===== src/design/dq_pkg.sv =====
// Shared constants and helpers for the character deque with vowel scan.
// Holds command and status codes, field widths and the vowel test.
// Used by every design file and by the port checker.
package dq_pkg;

    localparam int CAPACITY_DEF = 16;

    localparam int CMD_W  = 3;
    localparam int CHAR_W = 8;
    localparam int STAT_W = 2;

    localparam logic [CMD_W-1:0] CMD_PUSH_FRONT  = 3'd0;
    localparam logic [CMD_W-1:0] CMD_PUSH_BACK   = 3'd1;
    localparam logic [CMD_W-1:0] CMD_POP_FRONT   = 3'd2;
    localparam logic [CMD_W-1:0] CMD_POP_BACK    = 3'd3;
    localparam logic [CMD_W-1:0] CMD_LIST_ALL    = 3'd4;
    localparam logic [CMD_W-1:0] CMD_LIST_VOWELS = 3'd5;

    localparam logic [STAT_W-1:0] ST_OK      = 2'd0;
    localparam logic [STAT_W-1:0] ST_EMPTY   = 2'd1;
    localparam logic [STAT_W-1:0] ST_FULL    = 2'd2;
    localparam logic [STAT_W-1:0] ST_NOVOWEL = 2'd3;

    localparam logic [CHAR_W-1:0] CHAR_A = 8'h61;
    localparam logic [CHAR_W-1:0] CHAR_E = 8'h65;
    localparam logic [CHAR_W-1:0] CHAR_I = 8'h69;
    localparam logic [CHAR_W-1:0] CHAR_O = 8'h6f;
    localparam logic [CHAR_W-1:0] CHAR_U = 8'h75;

    function automatic logic is_vowel(input logic [CHAR_W-1:0] c);
        return (c == CHAR_A) || (c == CHAR_E) || (c == CHAR_I) ||
               (c == CHAR_O) || (c == CHAR_U);
    endfunction

endpackage


===== src/design/dq_ring_ram.sv =====
// Character store of the deque: one write port and one registered read port.
// Depends on dq_pkg for the character width.
module dq_ring_ram #(
    parameter int DEPTH = dq_pkg::CAPACITY_DEF
) (
    input  logic                            aclk,
    input  logic                            we,
    input  logic [(DEPTH > 1 ? $clog2(DEPTH) : 1)-1:0] waddr,
    input  logic [dq_pkg::CHAR_W-1:0]       wdata,
    input  logic                            re,
    input  logic [(DEPTH > 1 ? $clog2(DEPTH) : 1)-1:0] raddr,
    output logic [dq_pkg::CHAR_W-1:0]       rdata
);

    logic [dq_pkg::CHAR_W-1:0] mem [DEPTH];

    always_ff @(posedge aclk) begin
        if (we) begin
            mem[waddr] <= wdata;
        end
        if (re) begin
            rdata <= mem[raddr];
        end
    end

endmodule


===== src/design/dq_idx_unit.sv =====
// Shared ring index adder: (base + offset) modulo the deque capacity.
// The offset never exceeds the capacity, so one compare and subtract wraps it.
module dq_idx_unit #(
    parameter int CAPACITY = dq_pkg::CAPACITY_DEF
) (
    input  logic [(CAPACITY > 1 ? $clog2(CAPACITY) : 1)-1:0] base,
    input  logic [$clog2(CAPACITY + 1)-1:0]                  offset,
    output logic [(CAPACITY > 1 ? $clog2(CAPACITY) : 1)-1:0] sum
);

    localparam int IDX_W = (CAPACITY > 1) ? $clog2(CAPACITY) : 1;
    localparam int CNT_W = $clog2(CAPACITY + 1);
    localparam int SUM_W = CNT_W + 1;
    localparam logic [SUM_W-1:0] CAP_S = SUM_W'(CAPACITY);

    logic [SUM_W-1:0] raw;
    logic [SUM_W-1:0] wrapped;

    always_comb begin
        raw = SUM_W'(base) + SUM_W'(offset);
        if (raw >= CAP_S) begin
            wrapped = raw - CAP_S;
        end else begin
            wrapped = raw;
        end
    end

    assign sum = wrapped[IDX_W-1:0];

endmodule


===== src/design/char_deque_with_vowel_scan.sv =====
// Bounded character deque on a ring buffer, with full and vowel listings.
// Push and pop: the command is registered in S_IDLE and its status word is registered in S_EXEC.
// Listing: S_EXEC, then S_READ and S_CHECK for each entry, then S_FINISH gives the last word.
// One command at a time; s_tready is high only while the sequencer is idle, and stalls add cycles.
// Synchronous active-low reset empties the deque; stored characters are kept.
module char_deque_with_vowel_scan #(
    parameter int CAPACITY = dq_pkg::CAPACITY_DEF
) (
    input  logic                        aclk,
    input  logic                        aresetn,
    input  logic                        s_tvalid,
    output logic                        s_tready,
    input  logic [dq_pkg::CHAR_W-1:0]   s_tdata,   // char_in
    input  logic [dq_pkg::CMD_W-1:0]    s_tuser,   // cmd
    output logic                        m_tvalid,
    input  logic                        m_tready,
    output logic [dq_pkg::CHAR_W-1:0]   m_tdata,   // char_out
    output logic [dq_pkg::STAT_W-1:0]   m_tuser,   // status
    output logic                        m_tlast
);

    localparam int IDX_W = (CAPACITY > 1) ? $clog2(CAPACITY) : 1;
    localparam int CNT_W = $clog2(CAPACITY + 1);
    localparam logic [CNT_W-1:0] CAP_C  = CNT_W'(CAPACITY);
    localparam logic [CNT_W-1:0] CAP_M1 = CNT_W'(CAPACITY - 1);
    localparam logic [CNT_W-1:0] ONE_C  = CNT_W'(1);

    typedef enum logic [2:0] {S_IDLE, S_EXEC, S_READ, S_CHECK, S_FINISH} state_t;

    state_t                     state_reg, state_next;
    logic [dq_pkg::CMD_W-1:0]   cmd_reg, cmd_next;
    logic [dq_pkg::CHAR_W-1:0]  char_reg, char_next;
    logic [IDX_W-1:0]           front_reg, front_next;
    logic [CNT_W-1:0]           count_reg, count_next;
    logic [CNT_W-1:0]           walk_reg, walk_next;
    logic                       pend_valid_reg, pend_valid_next;
    logic [dq_pkg::CHAR_W-1:0]  pend_char_reg, pend_char_next;
    logic                       out_valid_reg, out_valid_next;
    logic [dq_pkg::CHAR_W-1:0]  out_char_reg, out_char_next;
    logic [dq_pkg::STAT_W-1:0]  out_stat_reg, out_stat_next;
    logic                       out_last_reg, out_last_next;

    logic [CNT_W-1:0]           idx_offset;
    logic [IDX_W-1:0]           idx_sum;
    logic                       ram_we;
    logic                       ram_re;
    logic [dq_pkg::CHAR_W-1:0]  ram_rdata;
    logic                       slot_free;
    logic                       hit;
    logic                       is_full;
    logic                       is_empty;

    dq_idx_unit #(.CAPACITY(CAPACITY)) u_idx (
        .base   (front_reg),
        .offset (idx_offset),
        .sum    (idx_sum)
    );

    dq_ring_ram #(.DEPTH(CAPACITY)) u_ram (
        .aclk  (aclk),
        .we    (ram_we),
        .waddr (idx_sum),
        .wdata (char_reg),
        .re    (ram_re),
        .raddr (idx_sum),
        .rdata (ram_rdata)
    );

    assign slot_free = !out_valid_reg || m_tready;
    assign is_full   = (count_reg == CAP_C);
    assign is_empty  = (count_reg == '0);
    assign hit       = (cmd_reg == dq_pkg::CMD_LIST_ALL) || dq_pkg::is_vowel(ram_rdata);

    always_comb begin
        if (state_reg == S_READ) begin
            idx_offset = walk_reg;
        end else if (cmd_reg == dq_pkg::CMD_PUSH_FRONT) begin
            idx_offset = CAP_M1;
        end else if (cmd_reg == dq_pkg::CMD_PUSH_BACK) begin
            idx_offset = count_reg;
        end else begin
            idx_offset = ONE_C;
        end
    end

    always_comb begin
        state_next      = state_reg;
        cmd_next        = cmd_reg;
        char_next       = char_reg;
        front_next      = front_reg;
        count_next      = count_reg;
        walk_next       = walk_reg;
        pend_valid_next = pend_valid_reg;
        pend_char_next  = pend_char_reg;
        out_valid_next  = out_valid_reg && !m_tready;
        out_char_next   = out_char_reg;
        out_stat_next   = out_stat_reg;
        out_last_next   = out_last_reg;
        ram_we          = 1'b0;
        ram_re          = 1'b0;

        unique case (state_reg)
            S_IDLE: begin
                if (s_tvalid) begin
                    cmd_next   = s_tuser;
                    char_next  = s_tdata;
                    state_next = S_EXEC;
                end
            end
            S_EXEC: begin
                case (cmd_reg) inside
                    dq_pkg::CMD_PUSH_FRONT, dq_pkg::CMD_PUSH_BACK: begin
                        if (slot_free) begin
                            out_valid_next = 1'b1;
                            out_char_next  = '0;
                            out_last_next  = 1'b1;
                            out_stat_next  = is_full ? dq_pkg::ST_FULL : dq_pkg::ST_OK;
                            if (!is_full) begin
                                ram_we     = 1'b1;
                                count_next = count_reg + ONE_C;
                                if (cmd_reg == dq_pkg::CMD_PUSH_FRONT) begin
                                    front_next = idx_sum;
                                end
                            end
                            state_next = S_IDLE;
                        end
                    end
                    dq_pkg::CMD_POP_FRONT, dq_pkg::CMD_POP_BACK: begin
                        if (slot_free) begin
                            out_valid_next = 1'b1;
                            out_char_next  = '0;
                            out_last_next  = 1'b1;
                            out_stat_next  = is_empty ? dq_pkg::ST_EMPTY : dq_pkg::ST_OK;
                            if (!is_empty) begin
                                count_next = count_reg - ONE_C;
                                if (cmd_reg == dq_pkg::CMD_POP_FRONT) begin
                                    front_next = idx_sum;
                                end
                            end
                            state_next = S_IDLE;
                        end
                    end
                    dq_pkg::CMD_LIST_ALL, dq_pkg::CMD_LIST_VOWELS: begin
                        if (is_empty) begin
                            if (slot_free) begin
                                out_valid_next = 1'b1;
                                out_char_next  = '0;
                                out_stat_next  = dq_pkg::ST_EMPTY;
                                out_last_next  = 1'b1;
                                state_next     = S_IDLE;
                            end
                        end else begin
                            walk_next       = '0;
                            pend_valid_next = 1'b0;
                            state_next      = S_READ;
                        end
                    end
                    default: begin
                        state_next = S_IDLE;
                    end
                endcase
            end
            S_READ: begin
                ram_re     = 1'b1;
                state_next = S_CHECK;
            end
            S_CHECK: begin
                if (!(hit && pend_valid_reg && !slot_free)) begin
                    if (hit) begin
                        if (pend_valid_reg) begin
                            out_valid_next = 1'b1;
                            out_char_next  = pend_char_reg;
                            out_stat_next  = dq_pkg::ST_OK;
                            out_last_next  = 1'b0;
                        end
                        pend_valid_next = 1'b1;
                        pend_char_next  = ram_rdata;
                    end
                    walk_next  = walk_reg + ONE_C;
                    state_next = (walk_reg + ONE_C == count_reg) ? S_FINISH : S_READ;
                end
            end
            S_FINISH: begin
                if (slot_free) begin
                    out_valid_next = 1'b1;
                    out_last_next  = 1'b1;
                    if (pend_valid_reg) begin
                        out_char_next = pend_char_reg;
                        out_stat_next = dq_pkg::ST_OK;
                    end else begin
                        out_char_next = '0;
                        out_stat_next = dq_pkg::ST_NOVOWEL;
                    end
                    state_next = S_IDLE;
                end
            end
            default: begin
                state_next = S_IDLE;
            end
        endcase
    end

    always_ff @(posedge aclk) begin
        if (!aresetn) begin
            state_reg      <= S_IDLE;
            front_reg      <= '0;
            count_reg      <= '0;
            pend_valid_reg <= 1'b0;
            out_valid_reg  <= 1'b0;
        end else begin
            state_reg      <= state_next;
            front_reg      <= front_next;
            count_reg      <= count_next;
            pend_valid_reg <= pend_valid_next;
            out_valid_reg  <= out_valid_next;
        end
        cmd_reg       <= cmd_next;
        char_reg      <= char_next;
        walk_reg      <= walk_next;
        pend_char_reg <= pend_char_next;
        out_char_reg  <= out_char_next;
        out_stat_reg  <= out_stat_next;
        out_last_reg  <= out_last_next;
    end

    assign s_tready = (state_reg == S_IDLE);
    assign m_tvalid = out_valid_reg;
    assign m_tdata  = out_char_reg;
    assign m_tuser  = out_stat_reg;
    assign m_tlast  = out_last_reg;

endmodule


===== config.mk =====
export PLATFORM = sky130hd
export DESIGN_NAME = char_deque_with_vowel_scan
export DESIGN_NICKNAME = d
export VERILOG_FILES = /design/src/design/dq_pkg.sv /design/src/design/dq_ring_ram.sv /design/src/design/dq_idx_unit.sv /design/src/design/char_deque_with_vowel_scan.sv
export SDC_FILE = /design/constraint.sdc
export NUM_CORES = 1
export LEC_CHECK = 0
export ABC_AREA = 1
export BUFFER_PORTS_ARGS = -buffer_cell sky130_fd_sc_hd__buf_2
export CORE_ASPECT_RATIO = 0.5
export CORE_MARGIN = 2
export CORE_UTILIZATION = 60
export DETAILED_ROUTE_END_ITERATION = 7
export HOLD_SLACK_MARGIN = 0.02
export PLACE_DENSITY = 0.8
export SETUP_SLACK_MARGIN = 0.2
export SYNTH_ARGS = -nofsm -noshare
export SYNTH_HDL_FRONTEND = slang
export SYNTH_HIERARCHICAL = 1
export SYNTH_SLANG_ARGS = --single-unit
export TNS_END_PERCENT = 10

===== constraint.sdc =====
create_clock -name aclk -period 5.3 [get_ports aclk]
set_clock_uncertainty 0.05 [all_clocks]
set_input_delay 0.53 -clock aclk [delete_from_list [all_inputs] [get_ports aclk]]
set_output_delay 0.53 -clock aclk [all_outputs]
set_load 0.02 [all_outputs]

---- Yosys cells after proc, flatten, opt, wreduce, memory -nomap -nowiden ----
Memories as Yosys holds them, arrays and structs flattened. A register that Yosys moved wholly into a read port is not among the register bits.
Cells that the tools add are included.
storage, ports and cells
  logic and storage cells ................. 178
  bits in writable memories ............... 128
  bits in registers ....................... 49
  memories ................................ 1
  output and inout port bits .............. 13
  bits of input ports ..................... 15
memory list
  memory     words  bits a word  read ports  clocked after Yosys merged registers in  write ports  line               text
  u_ram.mem  16     8            1           1                                        1            dq_ring_ram.sv:15  logic [dq_pkg::CHAR_W-1:0] mem [DEPTH];
operators by class
  equal/unequal tests ..................... 35
  reduce and logical (&&, ||, !) cells .... 32
  magnitude comparators ................... 1
  bitwise logic cells ..................... 1
  add/sub/neg operators ................... 5
  muxes and demuxes ....................... 91
operator list
  operator               count
  $mux W8                10
  $mux W5                14
  $eq A8 B7 Y1 const B   5
  $mux W4                9
  $mux W1                30
  $mux W2                13
  $ne A2 B2 Y1 const B   13
  $mux W3                8
  $pmux W8 S3            1
  $reduce_and A6 Y1      3
  $pmux W3 S5            1
  $reduce_and A7 Y1      2
  $eq A3 B2 Y1 const B   4
  $ne A4 B4 Y1 const B   3
  $add A5 B1 Y5 const B  2
  $pmux W5 S2            1
  $reduce_and A10 Y1     1
  $eq A3 B3 Y1 const B   3
  $reduce_and A8 Y1      1
  $add A4 B5 Y6          1
  $eq A3 B1 Y1 const B   2
  $ge A6 B5 Y1 const B   1
  $logic_not A3 Y1       2
  $logic_or A1 B1 Y1     6
  18 further kinds       29

---- Logic depth before layout (Yosys ltp) ----
Gate-level depths: netlist of run 1.
  depth in word-level cells ............... 12
  gate-level depth with buffers ........... 17
  depth with buffers taken out ............ 16

---- Hierarchy ----
The synthesis of run 1 kept the hierarchy.
by module, submodules not included
  module                      cells each  instances  area each (µm²)  seq. area each (µm²)
  dq_ring_ram                 553         1          5,851.9          4,083.9
  char_deque_with_vowel_scan  282         1          2,471.1          1,331.3
  dq_idx_unit                 23          1          137.6            0.0

---- Worst setup path before layout of run 1 ----
No wires, ideal clock.
  path kind ............................... flip-flop to flip-flop
  start point ............................. reg state_reg[1]
  end point ............................... mem u_ram/mem[12][0] in the netlist's numbering (enable)
  setup slack ............................. 1.764 ns
  period minus slack after synthesis ...... 3.536 ns
  data arrival time ....................... 3.116 ns
  setup time .............................. 0.370 ns
  stages on the path, launching flop included .. 11
  data required time ...................... 4.880 ns
  buffers on the path ..................... 0
  cells stage by stage .................... dfxtp_1 inv_2 nor3_1 inv_1 a31oi_1 ha_1 inv_1 fa_1 xnor2_1 nand2_1 nor2_1
between the ends
  word-level cells in the longest chain between the ends .. 5
  elaborated cells between the ends (all ways) .. 10
  those cells by class .................... 2 x add/sub; 1 x order compare; 2 x eq/ne; 5 x mux
RTL lines
  what                                                  line                                  text
  from (decl)                                           char_deque_with_vowel_scan.sv:30      state_t state_reg, state_next;
  from (signal assigned)                                char_deque_with_vowel_scan.sv:211     state_reg <= state_next;
  $eq A3 B2 Y1 (*)                                      char_deque_with_vowel_scan.sv:75      if (state_reg == S_READ) begin
  $mux W5 (*)                                           char_deque_with_vowel_scan.sv:75
  net idx_offset[0]                                     char_deque_with_vowel_scan.sv:43      logic [CNT_W-1:0] idx_offset;
  $add A4 B5 Y6 (*)                                     dq_idx_unit.sv:20                     raw = SUM_W'(base) + SUM_W'(offset);
  $ge A6 B5 Y1 / $sub A4 B1 Y4 (equally long branches)  dq_idx_unit.sv:21, dq_idx_unit.sv:22
  $mux W4 (*)                                           dq_idx_unit.sv:21                     if (raw >= CAP_S) begin
  net idx_sum[2]                                        char_deque_with_vowel_scan.sv:44      logic [IDX_W-1:0] idx_sum;
  to (decl)                                             dq_ring_ram.sv:15
Mark *: on every way through the listed nets, which the timed path passes. The rest lies on a longest branch.

---- Final worst setup path of run 1 ----
  start point ............................. reg state_reg[1]
  end point ............................... mem u_ram/mem[10][1] in the netlist's numbering (enable)
Same word-level chain as after synthesis.

==> flow_summary.ini, run 1 <==
[status]
status = finished clean

[place]
portBuffers = 27
place_congestion = 0.8994
place_ws_ns = 1.699
hpwl_mm = 11.41

[critical_path]
critPathBufInv = 6
crit_path_end_kind = register
crit_chain = inv_2 -> nor3_1 -> buf_4 -> inv_1 -> a31oi_1 -> ha_2 -> inv_1 -> fa_1 -> inv_1 -> buf_4 -> nand3_1 -> nor2_1
reg2reg_setup_slack_ns = 1.51
cpMostUsedCell = inv_1
worstSetupPathType = reg2reg
crit_arrival_ns = 3.80
cp_slowest_cell = nor2_1
worstPathMaxFanout = 38
slowest_delay_ns = 0.68
rr_startpoint = state_reg[1]$_SDFFE_PN0P_
cp.required_ns = 5.31
crit_family = simple AND/OR/NAND/NOR gates
r2r_cells = 12
reg2reg_to = u_ram/mem[10][1]$_DFFE_PP_
cp-start-kind = register

[clock_network]
tritoncts = done
ctsHoldBuffers = 0
clock_path_buffers = 2
htreeDepth = 4
post_cts_buffers = 0
cts-root-buf = clkbuf_16
cts_made_buffers = 17
ctsResizeCount = 0
clock_latency_ns = 0.44
cts_sinks = 185
cts.clk_slew.worst_paths_ns = 0.07

[synthesis]
synth.avg_cell_area_um2 = 9.872
ys_warn_count = 6
syn-cell-area_um2 = 8451
syn-num-nets = 880
synth_cells = 856

[finish]
layout.nets = 905
drive_above_1_share = 0.09843
nFillCells = 973
multi_input_area_um2 = 2266
syn2layout_area_growth_pct = 10.04
regArea_um2 = 5415
num_antenna_cells = 0
largest_reg_flops = 128
largest-register = u_ram/mem

[power_and_ir_drop]
p_int_mw = 2.426
pwr-share-comb = 0.115
vdd_ir_drop_max_mv = 0.2483
power.leakage_nw = 3.919
powerDensity_nw_per_um2 = 360.1
pwr-share-seq = 0.497
pwr-share-clk = 0.388
swShare = 0.2755
p_sw_mw = 0.9225

[sta]
grt_setup_unrepaired = false
fmax_mhz = 263.6
min_period_ns = 3.793
finalHoldViolCount = 0
slew_viol_final = 0
final.setup.worst_slack_ns = 1.507
setup_viol = 0
max-slew-margin-rel = 0.2652
setup-tns-final_ns = 0
tightest_slew_ns = 1.101
period_share = 0.7157

[job]
drv_cap = 0

[die]
io-pin-count = 28
die_w_um = 171.8
die-area_um2 = 15110
die_h_um = 87.92
start_util = 0.6185
rows = 30
coreArea_um2 = 13660

[grt]
grt_usage = 0.2534
grt_pass1_wl_mm = 28.17
met1_usage = 0.3217
antenna_found_initial = 0
grt_overflow_total = 0
use_met2 = 0.4246
grt.busiest_layer = met2
met3_usage = 0.06552
first_global_vias = 5619
grt_max_degree = 65

[route]
drc = 0
wl_mm = 18.16
via_per_inst = 5.503
drt_iter0_drc = 753
routed-via-count = 5976
ant_nets = 0
dr.pass1.iters = 7
avgRoutedWirePerCell_um = 16.72

[hold_path]
min_to = cmd_reg[0]$_DFFE_PP_
holdCritPathClass = in2reg
min_from = s_tuser[0]
hold_depth = 1
## layout make-up
class                   instances  area share
clock buffers                  17     0.04575
clock inverters                15     0.02086
inverters                     156     0.06297
multi-input cells             489      0.2437
flip-flops and latches        185      0.5823
well taps                     192     0.02583
repair buffers                 32     0.01857
## worst reg2reg max path, cell delays in order, from the launching register on
cell     delay (ns)
dfxtp_1        0.37
inv_2          0.08
nor3_1         0.19
buf_4          0.24
inv_1          0.11
a31oi_1        0.20
ha_2           0.21
inv_1          0.05
fa_1           0.44
inv_1          0.06
buf_4          0.38
nand3_1        0.36
nor2_1         0.68
## per-stage QoR
step | power [mW] | instance area, um^2 | utilization | instances | hold WS (ns)
2_1_floorplan | 1.968 | 8451 | - | 856 | 0.3764
3_3_place_gp | 2.057 | 8680 | 0.6353 | 1054 | 0.3965
3_5_place_dp | 2.069 | 8680 | 0.6353 | 1054 | 0.3947
4_1_cts | 3.350 | 9299 | 0.6806 | 1086 | 0.2094
5_1_grt | 3.456 | 9299 | 0.6806 | 1086 | 0.2033
6_report | 3.349 | 9299 | 0.6806 | 1086 | 0.2196
## power by group through the flow
| stage | Sequential [mW] | Clock [mW] | Combinational (mW) |
|---|---|---|---|
| final | 1.66 | 1.30 | 0.387 |
| after CTS | 1.66 | 1.31 | 0.378 |
| after floorplan | 1.69 | 0 | 0.279 |
| after global placement | 1.70 | 0 | 0.361 |
| after detailed placement | 1.70 | 0 | 0.373 |
| after global routing | 1.67 | 1.37 | 0.423 |
## worst max-delay path by stage
stage          slack, ns                       from  cells after the start                    endpoint
3_3_place_gp        1.78  state_reg[1]$_SDFFE_PN0P_                     12  u_ram/mem[11][0]$_DFFE_PP_
2_1_floorplan       1.81  state_reg[1]$_SDFFE_PN0P_                     10  u_ram/mem[12][0]$_DFFE_PP_
4_1_cts             1.57  state_reg[1]$_SDFFE_PN0P_                     11  u_ram/mem[13][6]$_DFFE_PP_
6_report            1.51  state_reg[1]$_SDFFE_PN0P_                     12  u_ram/mem[10][1]$_DFFE_PP_
3_5_place_dp        1.70  state_reg[1]$_SDFFE_PN0P_                     11  u_ram/mem[13][2]$_DFFE_PP_
5_1_grt             1.26  state_reg[1]$_SDFFE_PN0P_                     11   u_ram/mem[5][4]$_DFFE_PP_
## metal layers
metal  part of all wire  vias up
met4              0.026        0
met1               0.40     2780
met5                  0        -
li1                   -     2827
met3              0.097       45
met2               0.48      324
## layout by cell type (no fill, tap or decap), types with 4 or more instances in the layout
cell and n:
nand2_1 238, edfxtp_1 171, inv_1 146, nand3_1 116, nor2_1 58, buf_2 27
clkbuf_16 17, dfxtp_1 14, a21oi_1 13, inv_2 10, o21ai_0 10, ha_1 6
nand4_1 5, inv_8 5, buf_4 5, nor2_2 4, nor3_1 4, nand3b_1 4
clkinv_8 4
No activity file was read; power rests on OpenSTA's default activity.
==> inputs of run 2 (changes only) <==
--- a/config.mk
+++ b/config.mk
@@ -5,14 +5,14 @@
 export SDC_FILE = /design/constraint.sdc
 export NUM_CORES = 1
 export LEC_CHECK = 0
-export ABC_AREA = 1
+export ABC_AREA = 0
 export BUFFER_PORTS_ARGS = -buffer_cell sky130_fd_sc_hd__buf_2
 export CORE_ASPECT_RATIO = 0.5
 export CORE_MARGIN = 2
-export CORE_UTILIZATION = 60
+export CORE_UTILIZATION = 55
 export DETAILED_ROUTE_END_ITERATION = 7
 export HOLD_SLACK_MARGIN = 0.02
-export PLACE_DENSITY = 0.8
+export PLACE_DENSITY = 0.78
 export SETUP_SLACK_MARGIN = 0.2
 export SYNTH_ARGS = -nofsm -noshare
 export SYNTH_HDL_FRONTEND = slang
==> constraint.sdc (replaced) <==
create_clock -name aclk -period 3.2 [get_ports aclk]
set_clock_uncertainty 0.05 [all_clocks]
set_input_delay 0.32 -clock aclk [delete_from_list [all_inputs] [get_ports aclk]]
set_output_delay 0.32 -clock aclk [all_outputs]
set_load 0.02 [all_outputs]
==> flow_summary.ini, run 2 <==
[status]
status = finished clean

[hold_path]
min_from = aresetn
holdCritPathClass = in2reg

[die]
io-pin-count = 28
coreArea_um2 = 13630
start_util = 0.5662
die_h_um = 87.75
die-area_um2 = 15050
rows = 30
die_w_um = 171.5

[sta]
period_share = 0.9252
finalHoldViolCount = 0
min_period_ns = 2.961
final.setup.worst_slack_ns = 0.2392
setup-tns-final_ns = 0
fmax_mhz = 337.7
setup_viol = 0
grt_setup_unrepaired = true
tightest_slew_ns = 0.7020
slew_viol_final = 0
max-slew-margin-rel = 0.5271
whs_ns = 0.2157

[finish]
nFillCells = 844
layout.nets = 560
largest_reg_flops = 128
multi_input_area_um2 = 2312
syn2layout_area_growth_pct = 20.91
final_common_cell = edfxtp_1
largest-register = u_ram/mem
regArea_um2 = 5415
num_antenna_cells = 0
final_cell_count_no_fill = 741
final_cell_mix = 171 x edfxtp_1, 37 x buf_4, 27 x buf_2
drive_above_1_share = 0.3060

[critical_path]
worstSetupPathType = reg2reg
cp.required_ns = 3.32
cp-start-kind = register
rr_startpoint = cmd_reg[2]$_DFFE_PP_
worstPathMaxFanout = 14
crit_path_start = cmd_reg[2]$_DFFE_PP_
crit_path_end_kind = register
crit_arrival_ns = 3.08

[route]
met2_length_mm = 8.404
met1_length_mm = 6.978
wl_met3_mm = 1.603
ant_nets = 0
drt_iter0_drc = 495
top_layer_used = met4
dr.pass1.iters = 5
via_per_inst = 6.163
avgRoutedWirePerCell_um = 23.50
routed-via-count = 4567
drc = 0
wl_mm = 17.42

[place]
hpwl_mm = 10.16
dp.cells = 688
place_congestion = 0.8164
portBuffers = 27
place_ws_ns = -0.01202

[power_and_ir_drop]
p_sw_mw = 1.307
pwr-share-clk = 0.420
swShare = 0.2395
vdd_ir_drop_max_mv = 0.4478
p_int_mw = 4.152
powerDensity_nw_per_um2 = 585.3
pwr-share-comb = 0.081
power.leakage_nw = 3.173
pwr-share-seq = 0.499

[clock_network]
cts-root-buf = clkbuf_16
cts_sinks = 185
htreeDepth = 4
cts_made_buffers = 17
tritoncts = done
clock_path_buffers = 2
clock_latency_ns = 0.43
cts.clk_slew.worst_paths_ns = 0.08

[grt]
first_global_vias = 4402
grt_pass1_wl_mm = 25.25
antenna_found_initial = 0
grt_usage = 0.2349
grt_overflow_total = 0
grt_max_degree = 29

[job]
drv_cap = 0

[synthesis]
ys_warn_count = 6
synth.avg_cell_area_um2 = 17.11
syn-cell-area_um2 = 7715
syn-num-nets = 475
synth_cells = 451
## run 2: path summary, 6_finish.rpt
path                                     end  slack, ns  cells after the start
setup / recovery    u_ram/rdata[5]$_DFFE_PP_       0.24                     12
hold / removal           m_tvalid$_SDFF_PN0_       0.22                      2
hold reg to reg   pend_char_reg[7]$_DFFE_PP_       0.42                      0
setup reg to reg    u_ram/rdata[5]$_DFFE_PP_       0.24                     12
## run 2: repair_timing
item,in CTS,in global routing
buffers inserted,5,4
hold buffers,11,0
resized for setup,1,25
endpoints found under the setup margin,136,136
cloned,0,1
pin swaps,3,3
hold endpoints to repair,11,0
## run 2: layout make-up
class | instances | share of cell area
Clock buffer | 17 | 0.04561
Tap cell | 192 | 0.02575
Sequential cell | 185 | 0.5805
Inverter | 13 | 0.005500
Timing Repair Buffer | 82 | 0.07069
Multi-Input combinational cell | 237 | 0.2479
Clock inverter | 15 | 0.02401
## run 2: through the flow
stage                     cell area (um^2)  utilization  power [mW]
after floorplan                       7806            -       3.033
after global placement                8353       0.6130       3.153
after detailed placement              8353       0.6130       3.163
after CTS                             9183       0.6739       5.423
after global routing                  9328       0.6846       5.591
final                                 9328       0.6846       5.459
## run 2: power by group through the flow
stage | clock [mW] | sequential (mW) | combinational (mW)
after floorplan | 0 | 2.77 | 0.263
after global placement | 0 | 2.77 | 0.379
after detailed placement | 0 | 2.78 | 0.386
after CTS | 2.30 | 2.72 | 0.403
after global routing | 2.39 | 2.73 | 0.467
final | 2.29 | 2.72 | 0.440
## run 2: critical path, stage by stage (launching register included)
cell      delay, ns
edfxtp_1       0.46
nor2_4         0.16
nand2_1        0.07
nor3_2         0.12
a21oi_1        0.07
ha_2           0.19
inv_1          0.08
fa_2           0.47
inv_4          0.13
buf_12         0.17
mux4_2         0.37
a22oi_2        0.25
nand2_1        0.11
## run 2: per-layer routing
| layer | global-route usage | vias up |
|---|---|---|
| li1 | - | 1957 |
| met3 | 0.06462 | 43 |
| met5 | 0 | - |
| met1 | 0.3047 | 2296 |
| met4 | 0.09630 | 0 |
| met2 | 0.3841 | 271 |
